`config.mk`:
```
export PLATFORM = sky130hd
export DESIGN_NAME = sensor_record_gap_filler_flat
export DESIGN_NICKNAME = d
export VERILOG_FILES = /design/src/rtl/srgf_pkg.sv /design/src/rtl/srgf_if.sv /design/src/rtl/srgf_queue.sv /design/src/rtl/srgf_front.sv /design/src/rtl/srgf_back.sv /design/src/rtl/sensor_record_gap_filler.sv /design/src/flat_wrapper.sv
export SDC_FILE = /design/constraint.sdc
export NUM_CORES = 1
export LEC_CHECK = 0
export ABC_AREA = 1
export ABC_CLOCK_PERIOD_IN_PS = 22200
export BUFFER_PORTS_ARGS = -buffer_cell sky130_fd_sc_hd__buf_2
export CORE_MARGIN = 4
export CORE_UTILIZATION = 58
export CTS_CLUSTER_DIAMETER = 80
export CTS_CLUSTER_SIZE = 12
export DETAILED_ROUTE_END_ITERATION = 12
export GPL_TIMING_DRIVEN = 0
export HOLD_SLACK_MARGIN = 0.06
export PLACE_DENSITY = 0.83
export SYNTH_ARGS = -nofsm -noshare
export SYNTH_HDL_FRONTEND = slang
export SYNTH_HIERARCHICAL = 1
export SYNTH_SLANG_ARGS = --single-unit
```
`constraint.sdc`:
```
create_clock -name clk -period 22.2 [get_ports clk]
set_clock_uncertainty 0.2 [all_clocks]
set_input_delay 4.44 -clock clk [delete_from_list [all_inputs] [get_ports clk]]
set_output_delay 4.44 -clock clk [all_outputs]
set_load 0.02 [all_outputs]
```
`src/rtl/srgf_pkg.sv`:
```
// ---------------------------------------------------------------------------
// srgf_pkg
// Shared constants and types of the sensor record gap filler.
// ---------------------------------------------------------------------------
`timescale 1ns / 1ps
`default_nettype none

package srgf_pkg;

	localparam int MAX_FILL       = 32;
	localparam int FILL_W         = $clog2(MAX_FILL + 1);
	localparam int TICKS_PER_FILL = 160;

	// gap / 160 == (gap >> 5) / 5, and x / 5 == (x * 205) >> 10 for x below 1024
	localparam int FILL_PRE_SHIFT   = 5;
	localparam int FILL_RECIP       = 205;
	localparam int FILL_RECIP_W     = 8;
	localparam int FILL_RECIP_SHIFT = 10;
	localparam int FILL_SPAN        = MAX_FILL * TICKS_PER_FILL;
	localparam int FILL_X_W         = $clog2((FILL_SPAN >> FILL_PRE_SHIFT) + 1);
	localparam int FILL_PROD_W      = FILL_X_W + FILL_RECIP_W;

	localparam int GAP_THR_W      = 31;
	localparam int GAP_THR_RESET  = 240;

	localparam logic [7:0] ACCEPT_KIND   = 8'h37;
	localparam logic [7:0] ACCEPT_LENGTH = 8'd100;
	localparam logic [1:0] COUNT_SAT     = 2'd3;

	localparam int QUEUE_DEPTH = 2;
	localparam int QUEUE_PTR_W = $clog2(QUEUE_DEPTH);
	localparam int QUEUE_CNT_W = $clog2(QUEUE_DEPTH + 1);

	typedef struct packed {
		logic [31:0] sample_ticks;
		logic [15:0] accel_x;
		logic [15:0] accel_y;
		logic [15:0] accel_z;
		logic [15:0] gyro_x;
		logic [15:0] gyro_y;
		logic [15:0] gyro_z;
		logic [15:0] supply_voltage;
		logic [15:0] temperature;
	} record_t;

	// one queued job: the record itself, then its filler count
	typedef struct packed {
		record_t            rec;
		logic [FILL_W-1:0]  fill;
	} cmd_t;

endpackage

`default_nettype wire

```
`src/rtl/srgf_if.sv`:
```
// ---------------------------------------------------------------------------
// srgf_if
// Valid/ready channels for sensor records in and result items out.
// ---------------------------------------------------------------------------
`timescale 1ns / 1ps
`default_nettype none

interface srgf_in_if;
	logic        valid;
	logic        ready;
	logic [7:0]  message_kind;
	logic [7:0]  payload_length;
	logic [31:0] sample_ticks;
	logic [15:0] accel_x;
	logic [15:0] accel_y;
	logic [15:0] accel_z;
	logic [15:0] gyro_x;
	logic [15:0] gyro_y;
	logic [15:0] gyro_z;
	logic [15:0] supply_voltage;
	logic [15:0] temperature;

	modport source (
		output valid, message_kind, payload_length, sample_ticks,
		output accel_x, accel_y, accel_z, gyro_x, gyro_y, gyro_z,
		output supply_voltage, temperature,
		input  ready
	);
	modport sink (
		input  valid, message_kind, payload_length, sample_ticks,
		input  accel_x, accel_y, accel_z, gyro_x, gyro_y, gyro_z,
		input  supply_voltage, temperature,
		output ready
	);
endinterface

interface srgf_out_if;
	logic        valid;
	logic        ready;
	logic [31:0] out_time;
	logic [15:0] out_accel_x;
	logic [15:0] out_accel_y;
	logic [15:0] out_accel_z;
	logic [15:0] out_gyro_x;
	logic [15:0] out_gyro_y;
	logic [15:0] out_gyro_z;
	logic [15:0] out_voltage;
	logic [15:0] out_temperature;
	logic        is_filler;
	logic        last_of_run;

	modport source (
		output valid, out_time, out_accel_x, out_accel_y, out_accel_z,
		output out_gyro_x, out_gyro_y, out_gyro_z, out_voltage, out_temperature,
		output is_filler, last_of_run,
		input  ready
	);
	modport sink (
		input  valid, out_time, out_accel_x, out_accel_y, out_accel_z,
		input  out_gyro_x, out_gyro_y, out_gyro_z, out_voltage, out_temperature,
		input  is_filler, last_of_run,
		output ready
	);
	modport monitor (
		input  valid, out_time, out_accel_x, out_accel_y, out_accel_z,
		input  out_gyro_x, out_gyro_y, out_gyro_z, out_voltage, out_temperature,
		input  is_filler, last_of_run, ready
	);
endinterface

`default_nettype wire

```
`src/rtl/srgf_queue.sv`:
```
// ---------------------------------------------------------------------------
// srgf_queue
// Small flop-based FIFO of jobs between the front and back ends.
// ---------------------------------------------------------------------------
`timescale 1ns / 1ps
`default_nettype none

module srgf_queue import srgf_pkg::*; (
	input  wire  logic clk,
	input  wire  logic arst_n,
	input  wire  logic push_valid,
	input  wire  cmd_t push_data,
	output logic       push_ready,
	output logic       pop_valid,
	output cmd_t       pop_data,
	input  wire  logic pop_ready
);

	cmd_t                   mem_q [QUEUE_DEPTH];
	logic [QUEUE_PTR_W-1:0] wr_ptr_q;
	logic [QUEUE_PTR_W-1:0] rd_ptr_q;
	logic [QUEUE_CNT_W-1:0] count_q;
	logic                   push;
	logic                   pop;

	assign push_ready = (count_q != QUEUE_CNT_W'(QUEUE_DEPTH));
	assign pop_valid  = (count_q != '0);
	assign pop_data   = mem_q[rd_ptr_q];
	assign push       = push_valid && push_ready;
	assign pop        = pop_valid && pop_ready;

	always_ff @(posedge clk or negedge arst_n) begin
		if (!arst_n) begin
			wr_ptr_q <= '0;
			rd_ptr_q <= '0;
			count_q  <= '0;
		end else begin
			if (push) begin
				wr_ptr_q <= (wr_ptr_q == QUEUE_PTR_W'(QUEUE_DEPTH - 1)) ? '0 : wr_ptr_q + 1'b1;
			end
			if (pop) begin
				rd_ptr_q <= (rd_ptr_q == QUEUE_PTR_W'(QUEUE_DEPTH - 1)) ? '0 : rd_ptr_q + 1'b1;
			end
			if (push && !pop) begin
				count_q <= count_q + 1'b1;
			end else if (pop && !push) begin
				count_q <= count_q - 1'b1;
			end
		end
	end

	always_ff @(posedge clk) begin
		if (push) begin
			mem_q[wr_ptr_q] <= push_data;
		end
	end

endmodule

`default_nettype wire

```
`src/rtl/srgf_front.sv`:
```
// ---------------------------------------------------------------------------
// srgf_front
// Filters records, tracks history and works out the filler count per record.
// ---------------------------------------------------------------------------
`timescale 1ns / 1ps
`default_nettype none

module srgf_front import srgf_pkg::*; (
	input  wire  logic                 clk,
	input  wire  logic                 arst_n,
	input  wire  logic                 gap_threshold_we,
	input  wire  logic [GAP_THR_W-1:0] gap_threshold_wdata,
	srgf_in_if.sink                    sample,
	output logic                       push_valid,
	output cmd_t                       push_data,
	input  wire  logic                 push_ready
);

	logic [GAP_THR_W-1:0]   gap_threshold_q;
	logic [31:0]            prev_time_q;
	logic [1:0]             emitted_q;

	logic                   valid_s1;
	record_t                rec_s1;
	logic                   gap_ok_s1;
	logic [30:0]            gap_s1;

	logic                   accept;
	logic                   keep;
	logic [31:0]            diff;
	logic                   gap_ok;
	record_t                rec_in;
	logic                   over_span;
	logic [FILL_X_W-1:0]    fill_x;
	logic [FILL_PROD_W-1:0] fill_prod;
	logic [FILL_W-1:0]      fill;

	assign sample.ready = !valid_s1 || push_ready;
	assign accept       = sample.valid && sample.ready;
	assign keep         = (sample.message_kind == ACCEPT_KIND)
	                   && (sample.payload_length == ACCEPT_LENGTH);

	assign rec_in = '{
		sample_ticks:   sample.sample_ticks,
		accel_x:        sample.accel_x,
		accel_y:        sample.accel_y,
		accel_z:        sample.accel_z,
		gyro_x:         sample.gyro_x,
		gyro_y:         sample.gyro_y,
		gyro_z:         sample.gyro_z,
		supply_voltage: sample.supply_voltage,
		temperature:    sample.temperature
	};

	// gap is a wrapped difference read as signed; a negative one never fills
	assign diff   = sample.sample_ticks - prev_time_q;
	assign gap_ok = (emitted_q == COUNT_SAT) && (prev_time_q != '0)
	             && ($signed(diff) > $signed({1'b0, gap_threshold_q}));

	always_ff @(posedge clk or negedge arst_n) begin
		if (!arst_n) begin
			gap_threshold_q <= GAP_THR_W'(GAP_THR_RESET);
			prev_time_q     <= '0;
			emitted_q       <= '0;
			valid_s1        <= 1'b0;
		end else begin
			if (gap_threshold_we) begin
				gap_threshold_q <= gap_threshold_wdata;
			end
			if (accept && keep) begin
				prev_time_q <= sample.sample_ticks;
				// any filler only comes once the count is already saturated
				if (emitted_q != COUNT_SAT) begin
					emitted_q <= emitted_q + 1'b1;
				end
			end
			if (sample.ready) begin
				valid_s1 <= accept && keep;
			end
		end
	end

	always_ff @(posedge clk) begin
		if (accept && keep) begin
			rec_s1    <= rec_in;
			gap_ok_s1 <= gap_ok;
			gap_s1    <= diff[30:0];
		end
	end

	// gap / 160 through a shift and a reciprocal multiply, capped at the fill limit
	assign over_span = (gap_s1 >= 31'(FILL_SPAN));
	assign fill_x    = FILL_X_W'(gap_s1 >> FILL_PRE_SHIFT);
	assign fill_prod = FILL_PROD_W'(fill_x) * FILL_PROD_W'(FILL_RECIP);

	always_comb begin
		if (!gap_ok_s1) begin
			fill = '0;
		end else if (over_span) begin
			fill = FILL_W'(MAX_FILL);
		end else begin
			fill = FILL_W'(fill_prod >> FILL_RECIP_SHIFT);
		end
	end

	assign push_valid = valid_s1;
	assign push_data  = '{rec: rec_s1, fill: fill};

endmodule

`default_nettype wire

```
`src/rtl/srgf_back.sv`:
```
// ---------------------------------------------------------------------------
// srgf_back
// Plays out each job: the filler records, then the record with its last flag.
// ---------------------------------------------------------------------------
`timescale 1ns / 1ps
`default_nettype none

module srgf_back import srgf_pkg::*; (
	input  wire  logic clk,
	input  wire  logic arst_n,
	input  wire  logic pop_valid,
	input  wire  cmd_t pop_data,
	output logic       pop_ready,
	srgf_out_if.source result
);

	logic              active_q;
	logic [FILL_W-1:0] fill_left_q;
	record_t           rec_q;

	logic              out_valid_q;
	record_t           out_rec_q;
	logic              out_filler_q;
	logic              out_last_q;

	logic              produce;
	logic              finishing;
	logic              pop;

	assign produce   = active_q && (!out_valid_q || result.ready);
	assign finishing = produce && (fill_left_q == '0);
	assign pop_ready = !active_q || finishing;
	assign pop       = pop_valid && pop_ready;

	always_ff @(posedge clk or negedge arst_n) begin
		if (!arst_n) begin
			active_q    <= 1'b0;
			fill_left_q <= '0;
			out_valid_q <= 1'b0;
		end else begin
			if (pop) begin
				active_q    <= 1'b1;
				fill_left_q <= pop_data.fill;
			end else if (finishing) begin
				active_q <= 1'b0;
			end else if (produce) begin
				fill_left_q <= fill_left_q - 1'b1;
			end
			if (produce) begin
				out_valid_q <= 1'b1;
			end else if (result.ready) begin
				out_valid_q <= 1'b0;
			end
		end
	end

	always_ff @(posedge clk) begin
		if (pop) begin
			rec_q <= pop_data.rec;
		end
		if (produce) begin
			out_rec_q    <= finishing ? rec_q : '0;
			out_filler_q <= !finishing;
			out_last_q   <= finishing;
		end
	end

	assign result.valid           = out_valid_q;
	assign result.out_time        = out_rec_q.sample_ticks;
	assign result.out_accel_x     = out_rec_q.accel_x;
	assign result.out_accel_y     = out_rec_q.accel_y;
	assign result.out_accel_z     = out_rec_q.accel_z;
	assign result.out_gyro_x      = out_rec_q.gyro_x;
	assign result.out_gyro_y      = out_rec_q.gyro_y;
	assign result.out_gyro_z      = out_rec_q.gyro_z;
	assign result.out_voltage     = out_rec_q.supply_voltage;
	assign result.out_temperature = out_rec_q.temperature;
	assign result.is_filler       = out_filler_q;
	assign result.last_of_run     = out_last_q;

endmodule

`default_nettype wire

```
`src/rtl/sensor_record_gap_filler.sv`:
```
// A kept record passes the front stage register, the job queue, and the back
// end's job and output registers; it shows after any filler items ahead of it.
// Throughput: one result item per cycle while the receiver is ready; a record
// with F filler items gives F + 1 items via the single output register.
// Dropped records take an input transfer and give nothing.
// Reset (arst_n low): history cleared, gap threshold back to 240, queue emptied.
`timescale 1ns / 1ps
`default_nettype none

// ---------------------------------------------------------------------------
// sensor_record_gap_filler
// Drops foreign records and inserts zero filler records across timestamp gaps.
// ---------------------------------------------------------------------------
module sensor_record_gap_filler import srgf_pkg::*; (
	input  wire  logic                 clk,
	input  wire  logic                 arst_n,
	input  wire  logic                 gap_threshold_we,
	input  wire  logic [GAP_THR_W-1:0] gap_threshold_wdata,
	srgf_in_if.sink                    sample,
	srgf_out_if.source                 result
);

	logic push_valid;
	logic push_ready;
	cmd_t push_data;
	logic pop_valid;
	logic pop_ready;
	cmd_t pop_data;

	srgf_front u_front (
		.clk                 (clk),
		.arst_n              (arst_n),
		.gap_threshold_we    (gap_threshold_we),
		.gap_threshold_wdata (gap_threshold_wdata),
		.sample              (sample),
		.push_valid          (push_valid),
		.push_data           (push_data),
		.push_ready          (push_ready)
	);

	srgf_queue u_queue (
		.clk        (clk),
		.arst_n     (arst_n),
		.push_valid (push_valid),
		.push_data  (push_data),
		.push_ready (push_ready),
		.pop_valid  (pop_valid),
		.pop_data   (pop_data),
		.pop_ready  (pop_ready)
	);

	srgf_back u_back (
		.clk       (clk),
		.arst_n    (arst_n),
		.pop_valid (pop_valid),
		.pop_data  (pop_data),
		.pop_ready (pop_ready),
		.result    (result)
	);

endmodule

`default_nettype wire

```
`src/flat_wrapper.sv`:
```
// flat-port wrapper written by rule: the top's interface ports become plain ports
module sensor_record_gap_filler_flat import srgf_pkg::*;
  (clk, arst_n, gap_threshold_we, gap_threshold_wdata, sample_valid, sample_message_kind, sample_payload_length, sample_sample_ticks, sample_accel_x, sample_accel_y, sample_accel_z, sample_gyro_x, sample_gyro_y, sample_gyro_z, sample_supply_voltage, sample_temperature, sample_ready, result_valid, result_out_time, result_out_accel_x, result_out_accel_y, result_out_accel_z, result_out_gyro_x, result_out_gyro_y, result_out_gyro_z, result_out_voltage, result_out_temperature, result_is_filler, result_last_of_run, result_ready);
  srgf_in_if sample_i ();
  srgf_out_if result_i ();
  input  wire  logic clk;
  input  wire  logic arst_n;
  input  wire  logic gap_threshold_we;
  input  wire  logic [GAP_THR_W-1:0] gap_threshold_wdata;
  input wire logic [$bits(sample_i.valid)-1:0] sample_valid;
  input wire logic [$bits(sample_i.message_kind)-1:0] sample_message_kind;
  input wire logic [$bits(sample_i.payload_length)-1:0] sample_payload_length;
  input wire logic [$bits(sample_i.sample_ticks)-1:0] sample_sample_ticks;
  input wire logic [$bits(sample_i.accel_x)-1:0] sample_accel_x;
  input wire logic [$bits(sample_i.accel_y)-1:0] sample_accel_y;
  input wire logic [$bits(sample_i.accel_z)-1:0] sample_accel_z;
  input wire logic [$bits(sample_i.gyro_x)-1:0] sample_gyro_x;
  input wire logic [$bits(sample_i.gyro_y)-1:0] sample_gyro_y;
  input wire logic [$bits(sample_i.gyro_z)-1:0] sample_gyro_z;
  input wire logic [$bits(sample_i.supply_voltage)-1:0] sample_supply_voltage;
  input wire logic [$bits(sample_i.temperature)-1:0] sample_temperature;
  output wire logic [$bits(sample_i.ready)-1:0] sample_ready;
  output wire logic [$bits(result_i.valid)-1:0] result_valid;
  output wire logic [$bits(result_i.out_time)-1:0] result_out_time;
  output wire logic [$bits(result_i.out_accel_x)-1:0] result_out_accel_x;
  output wire logic [$bits(result_i.out_accel_y)-1:0] result_out_accel_y;
  output wire logic [$bits(result_i.out_accel_z)-1:0] result_out_accel_z;
  output wire logic [$bits(result_i.out_gyro_x)-1:0] result_out_gyro_x;
  output wire logic [$bits(result_i.out_gyro_y)-1:0] result_out_gyro_y;
  output wire logic [$bits(result_i.out_gyro_z)-1:0] result_out_gyro_z;
  output wire logic [$bits(result_i.out_voltage)-1:0] result_out_voltage;
  output wire logic [$bits(result_i.out_temperature)-1:0] result_out_temperature;
  output wire logic [$bits(result_i.is_filler)-1:0] result_is_filler;
  output wire logic [$bits(result_i.last_of_run)-1:0] result_last_of_run;
  input wire logic [$bits(result_i.ready)-1:0] result_ready;
  assign sample_i.valid = sample_valid;
  assign sample_i.message_kind = sample_message_kind;
  assign sample_i.payload_length = sample_payload_length;
  assign sample_i.sample_ticks = sample_sample_ticks;
  assign sample_i.accel_x = sample_accel_x;
  assign sample_i.accel_y = sample_accel_y;
  assign sample_i.accel_z = sample_accel_z;
  assign sample_i.gyro_x = sample_gyro_x;
  assign sample_i.gyro_y = sample_gyro_y;
  assign sample_i.gyro_z = sample_gyro_z;
  assign sample_i.supply_voltage = sample_supply_voltage;
  assign sample_i.temperature = sample_temperature;
  assign sample_ready = sample_i.ready;
  assign result_valid = result_i.valid;
  assign result_out_time = result_i.out_time;
  assign result_out_accel_x = result_i.out_accel_x;
  assign result_out_accel_y = result_i.out_accel_y;
  assign result_out_accel_z = result_i.out_accel_z;
  assign result_out_gyro_x = result_i.out_gyro_x;
  assign result_out_gyro_y = result_i.out_gyro_y;
  assign result_out_gyro_z = result_i.out_gyro_z;
  assign result_out_voltage = result_i.out_voltage;
  assign result_out_temperature = result_i.out_temperature;
  assign result_is_filler = result_i.is_filler;
  assign result_last_of_run = result_i.last_of_run;
  assign result_i.ready = result_ready;
  sensor_record_gap_filler u_core (.clk(clk), .arst_n(arst_n), .gap_threshold_we(gap_threshold_we), .gap_threshold_wdata(gap_threshold_wdata), .sample(sample_i), .result(result_i));
endmodule
```
==> results.cfg <==
[worst_setup_path]
cp_common_cell = nand2_1
worst_setup_path_end_kind = flip-flop
reg2reg_depth = 15
path_depth = 30
r2r-end = u_core/u_queue/mem_q[0][2]$_DFFE_PP_
path_delay_family = simple AND/OR/NAND/NOR gates
endpoint = u_core/u_front/gap_ok_s1$_DFFE_PP_
crit-reg2reg-launch = u_core/u_front/gap_s1[11]$_DFFE_PP_
path_max_fanout = 3
criticalPathCategory = input pin to flip-flop
cpMaxStageDelayCell = fa_1
crit_arrival_ns = 7.90
crit_required_ns = 22.51
cp_num_buf_inv = 3
critPathMaxStageDelay_ns = 0.40
reg2reg_slack_ns = 18.00
cp-startpoint = sample_sample_ticks[0]
cp-start-kind = input pin

[layout]
drive_gt1_share_pct = 20.5
final_design_area_no_fill_mm2 = 0.0429
nets = 3540
fin_cells = 4115
syn_to_final_growth_pct = 16.3

[power]
p_leak_nw = 17.9
powerDensity_mw_per_mm2 = 93.4
peakVddDrop_uv = 76.1

[global_route]
grt_max_degree = 103
grt_pass1_wl_um = 120000
grt_pass1_vias = 21553
overflow = 0
grtUsageTotal_pct = 23.4
antenna_found_initial = 23

[clock_tree]
cts_inserted_buffers = 87
cts-root-buf = clkbuf_16
cts_tree = done
clock_latency_ns = 0.64
cts_resized = 0
cts_sinks = 924
post-cts-setup-buffers = 0
clk_pin_slew_ns = 0.07
clock_path_buffers = 3
cts_hold_buf = 0
htree_levels = 3

[route]
drt-total-wl_um = 81100
postRouteAntennaNets = 0
drc = 0
post_drt_wl_per_cell_um = 19.7
dr.first_iter.drc_count = 1780
vias = 21513
via_per_inst = 5.23
dr.pass1.iters = 5

[die]
die_area_mm2 = 0.0677
fp.dieW_um = 260
core_area_mm2 = 0.0630
start_util_pct = 58.6
num_rows = 92
num_io_pins = 376
die_y_um = 260

[timing]
max_slew_margin_pct = 39.5
period_needed_ns = 7.58
hold_viol_final = 0
setup_viol = 0
fmax_mhz = 132
holdWs_ns = 0.214
rsz0062_at_grt = no
worst_pin_slew_ns = 0.908
fin_tns_setup_ns = 0
period_share_pct = 34.2
finalMaxSlewViolations = 0

[yosys]
syn_nets = 3056
synth_edf_count = 846
synthArstFlopShare_pct = 8.44
synthDistinctLibCells = 48
yosys_warnings = 6
synth_area_mm2 = 0.0369
ys.flop_type = edfxtp_1
synth_seq_area_share_pct = 74.2
synthCells = 2722
ys_seq_elements = 924
synth_area_per_cell_um2 = 13.5

[placement]
gp_congestion = 0.922
placed_cells = 3963
post-dp-hpwl_um = 55800
io_buffers = 374
place_area_mm2 = 0.0403

[worst_hold_path]
hp-class = flip-flop to flip-flop

[job]
drv_cap = 0

[run_status]
outcome = complete, no violations
worst register-to-register path: stages, from the launching register on:
cell	delay, ns
edfxtp_1	0.48
inv_1	0.10
ha_1	0.33
fa_1	0.48
fa_1	0.53
inv_1	0.06
fa_1	0.42
ha_1	0.32
a21oi_1	0.16
o21ai_0	0.09
a21oi_1	0.23
nor2_1	0.12
nand2_1	0.07
o21ai_0	0.10
nor3_1	0.16
nor2_1	0.09
per-stage QoR:
stage	setup WS (ns)	total power [mW]	util, %
2_1_floorplan	10.43	2.47	-
3_3_place_gp	7.08	2.65	63.2
3_5_place_dp	14.01	2.67	64.0
4_1_cts	14.68	4.02	68.0
5_1_grt	14.30	4.17	68.1
6_report	14.62	4.00	68.1
where the power goes:
| part | switching, mW | internal [mW] |
|---|---|---|
| combinational | 0.411 | 0.179 |
| sequential | 0.0322 | 2.03 |
| clock | 0.603 | 0.751 |
cells in the final DEF (no fill, tap or decap), types with 25 or more instances in the layout:
cell,instances
buf_2,402
xor2_1,25
a21oi_1,45
edfxtp_1,846
dfrtp_1,74
nor2_4,82
clkbuf_1,44
o21ai_0,45
o21ai_1,40
nand2_1,744
nor2_1,141
nand3_1,32
inv_1,339
ha_1,110
clkbuf_16,89
worst min path at each step:
stage	start	to	slack [ns]	depth (start not counted)
detailed placement	u_core/u_front/push_data[153]$_DFFE_PP_	u_core/u_queue/mem_q[1][153]$_DFFE_PP_	0.23	0
CTS	u_core/u_front/push_data[25]$_DFFE_PP_	u_core/u_queue/mem_q[0][25]$_DFFE_PP_	0.21	0
global route	u_core/u_front/push_data[25]$_DFFE_PP_	u_core/u_queue/mem_q[0][25]$_DFFE_PP_	0.23	0
floorplan	u_core/u_front/push_data[100]$_DFFE_PP_	u_core/u_queue/mem_q[0][100]$_DFFE_PP_	0.22	0
global placement	u_core/u_front/push_data[78]$_DFFE_PP_	u_core/u_queue/mem_q[0][78]$_DFFE_PP_	0.22	0
finish	u_core/u_front/push_data[25]$_DFFE_PP_	u_core/u_queue/mem_q[0][25]$_DFFE_PP_	0.21	0
synth_stat cells, types with 4 or more instances:
| library cell | n | area [um2] |
|---|---|---|
| o21bai_1 | 8 | 60.1 |
| edfxtp_1 | 846 | 25400 |
| a31oi_1 | 5 | 31.3 |
| a21o_1 | 5 | 37.5 |
| nand2_2 | 4 | 25.0 |
| inv_2 | 9 | 33.8 |
| clkbuf_1 | 7 | 26.3 |
| buf_4 | 6 | 45.0 |
| nor3_1 | 11 | 55.1 |
| nor2_4 | 80 | 901 |
| xnor2_1 | 10 | 87.6 |
| nor2_2 | 5 | 31.3 |
| a21oi_1 | 45 | 225 |
| nor2_1 | 143 | 537 |
| ha_1 | 110 | 1380 |
| nor4_1 | 14 | 87.6 |
| dfstp_2 | 4 | 105 |
| buf_12 | 9 | 180 |
| o21ai_0 | 45 | 225 |
| dfrtp_1 | 74 | 1850 |
| nand2_1 | 744 | 2790 |
| fa_1 | 12 | 240 |
| o21ai_1 | 40 | 200 |
| nand3_1 | 32 | 160 |
| inv_1 | 340 | 1280 |
| xor2_1 | 25 | 219 |
| nand4_1 | 15 | 93.8 |
| buf_6 | 15 | 169 |
| buf_2 | 30 | 150 |
cell type report:
| cell class | instances | area, um2 |
|---|---|---|
| clock inverters | 8 | 168 |
| multi-input cells | 1379 | 7630 |
| plain buffers | 68 | 596 |
| repair buffers | 395 | 2340 |
| diodes | 18 | 45.0 |
| clock buffers | 126 | 2370 |
| flip-flops and latches | 924 | 27400 |
| fillers | 4045 | 20100 |
| inverters | 351 | 1330 |
| well taps | 846 | 1060 |
flip-flops by register name, indices dropped and copies added (netlist names), 31 cells and up:
signal,cells
u_core/u_back/rec_q,160
u_core/u_back/result.out_time,32
u_core/u_front/gap_s1,31
u_core/u_front/gap_threshold_q,31
u_core/u_front/prev_time_q,32
u_core/u_front/push_data,160
u_core/u_queue/mem_q,332
cells by family after synthesis:
group / synth area share, %
compound gates: 2.47
xor+xnor: 0.831
fa+ha+maj: 4.38
buf+inv: 5.17
flops: 74.2
mux: 0.0305
simple gates: 12.9
per-layer routing:
layer / vias to the layer above / GRT usage (%) / routed length, um / part of all wire (%)
met5: - / 0 / 97 / 0.12
met4: 16 / 9.99 / 3110 / 3.8
met3: 184 / 4.53 / 6450 / 8.0
met2: 900 / 40.9 / 42000 / 52
met1: 10318 / 28.5 / 29500 / 36
li1: 10095 / - / - / -
(Power assumes the default switching activity.)
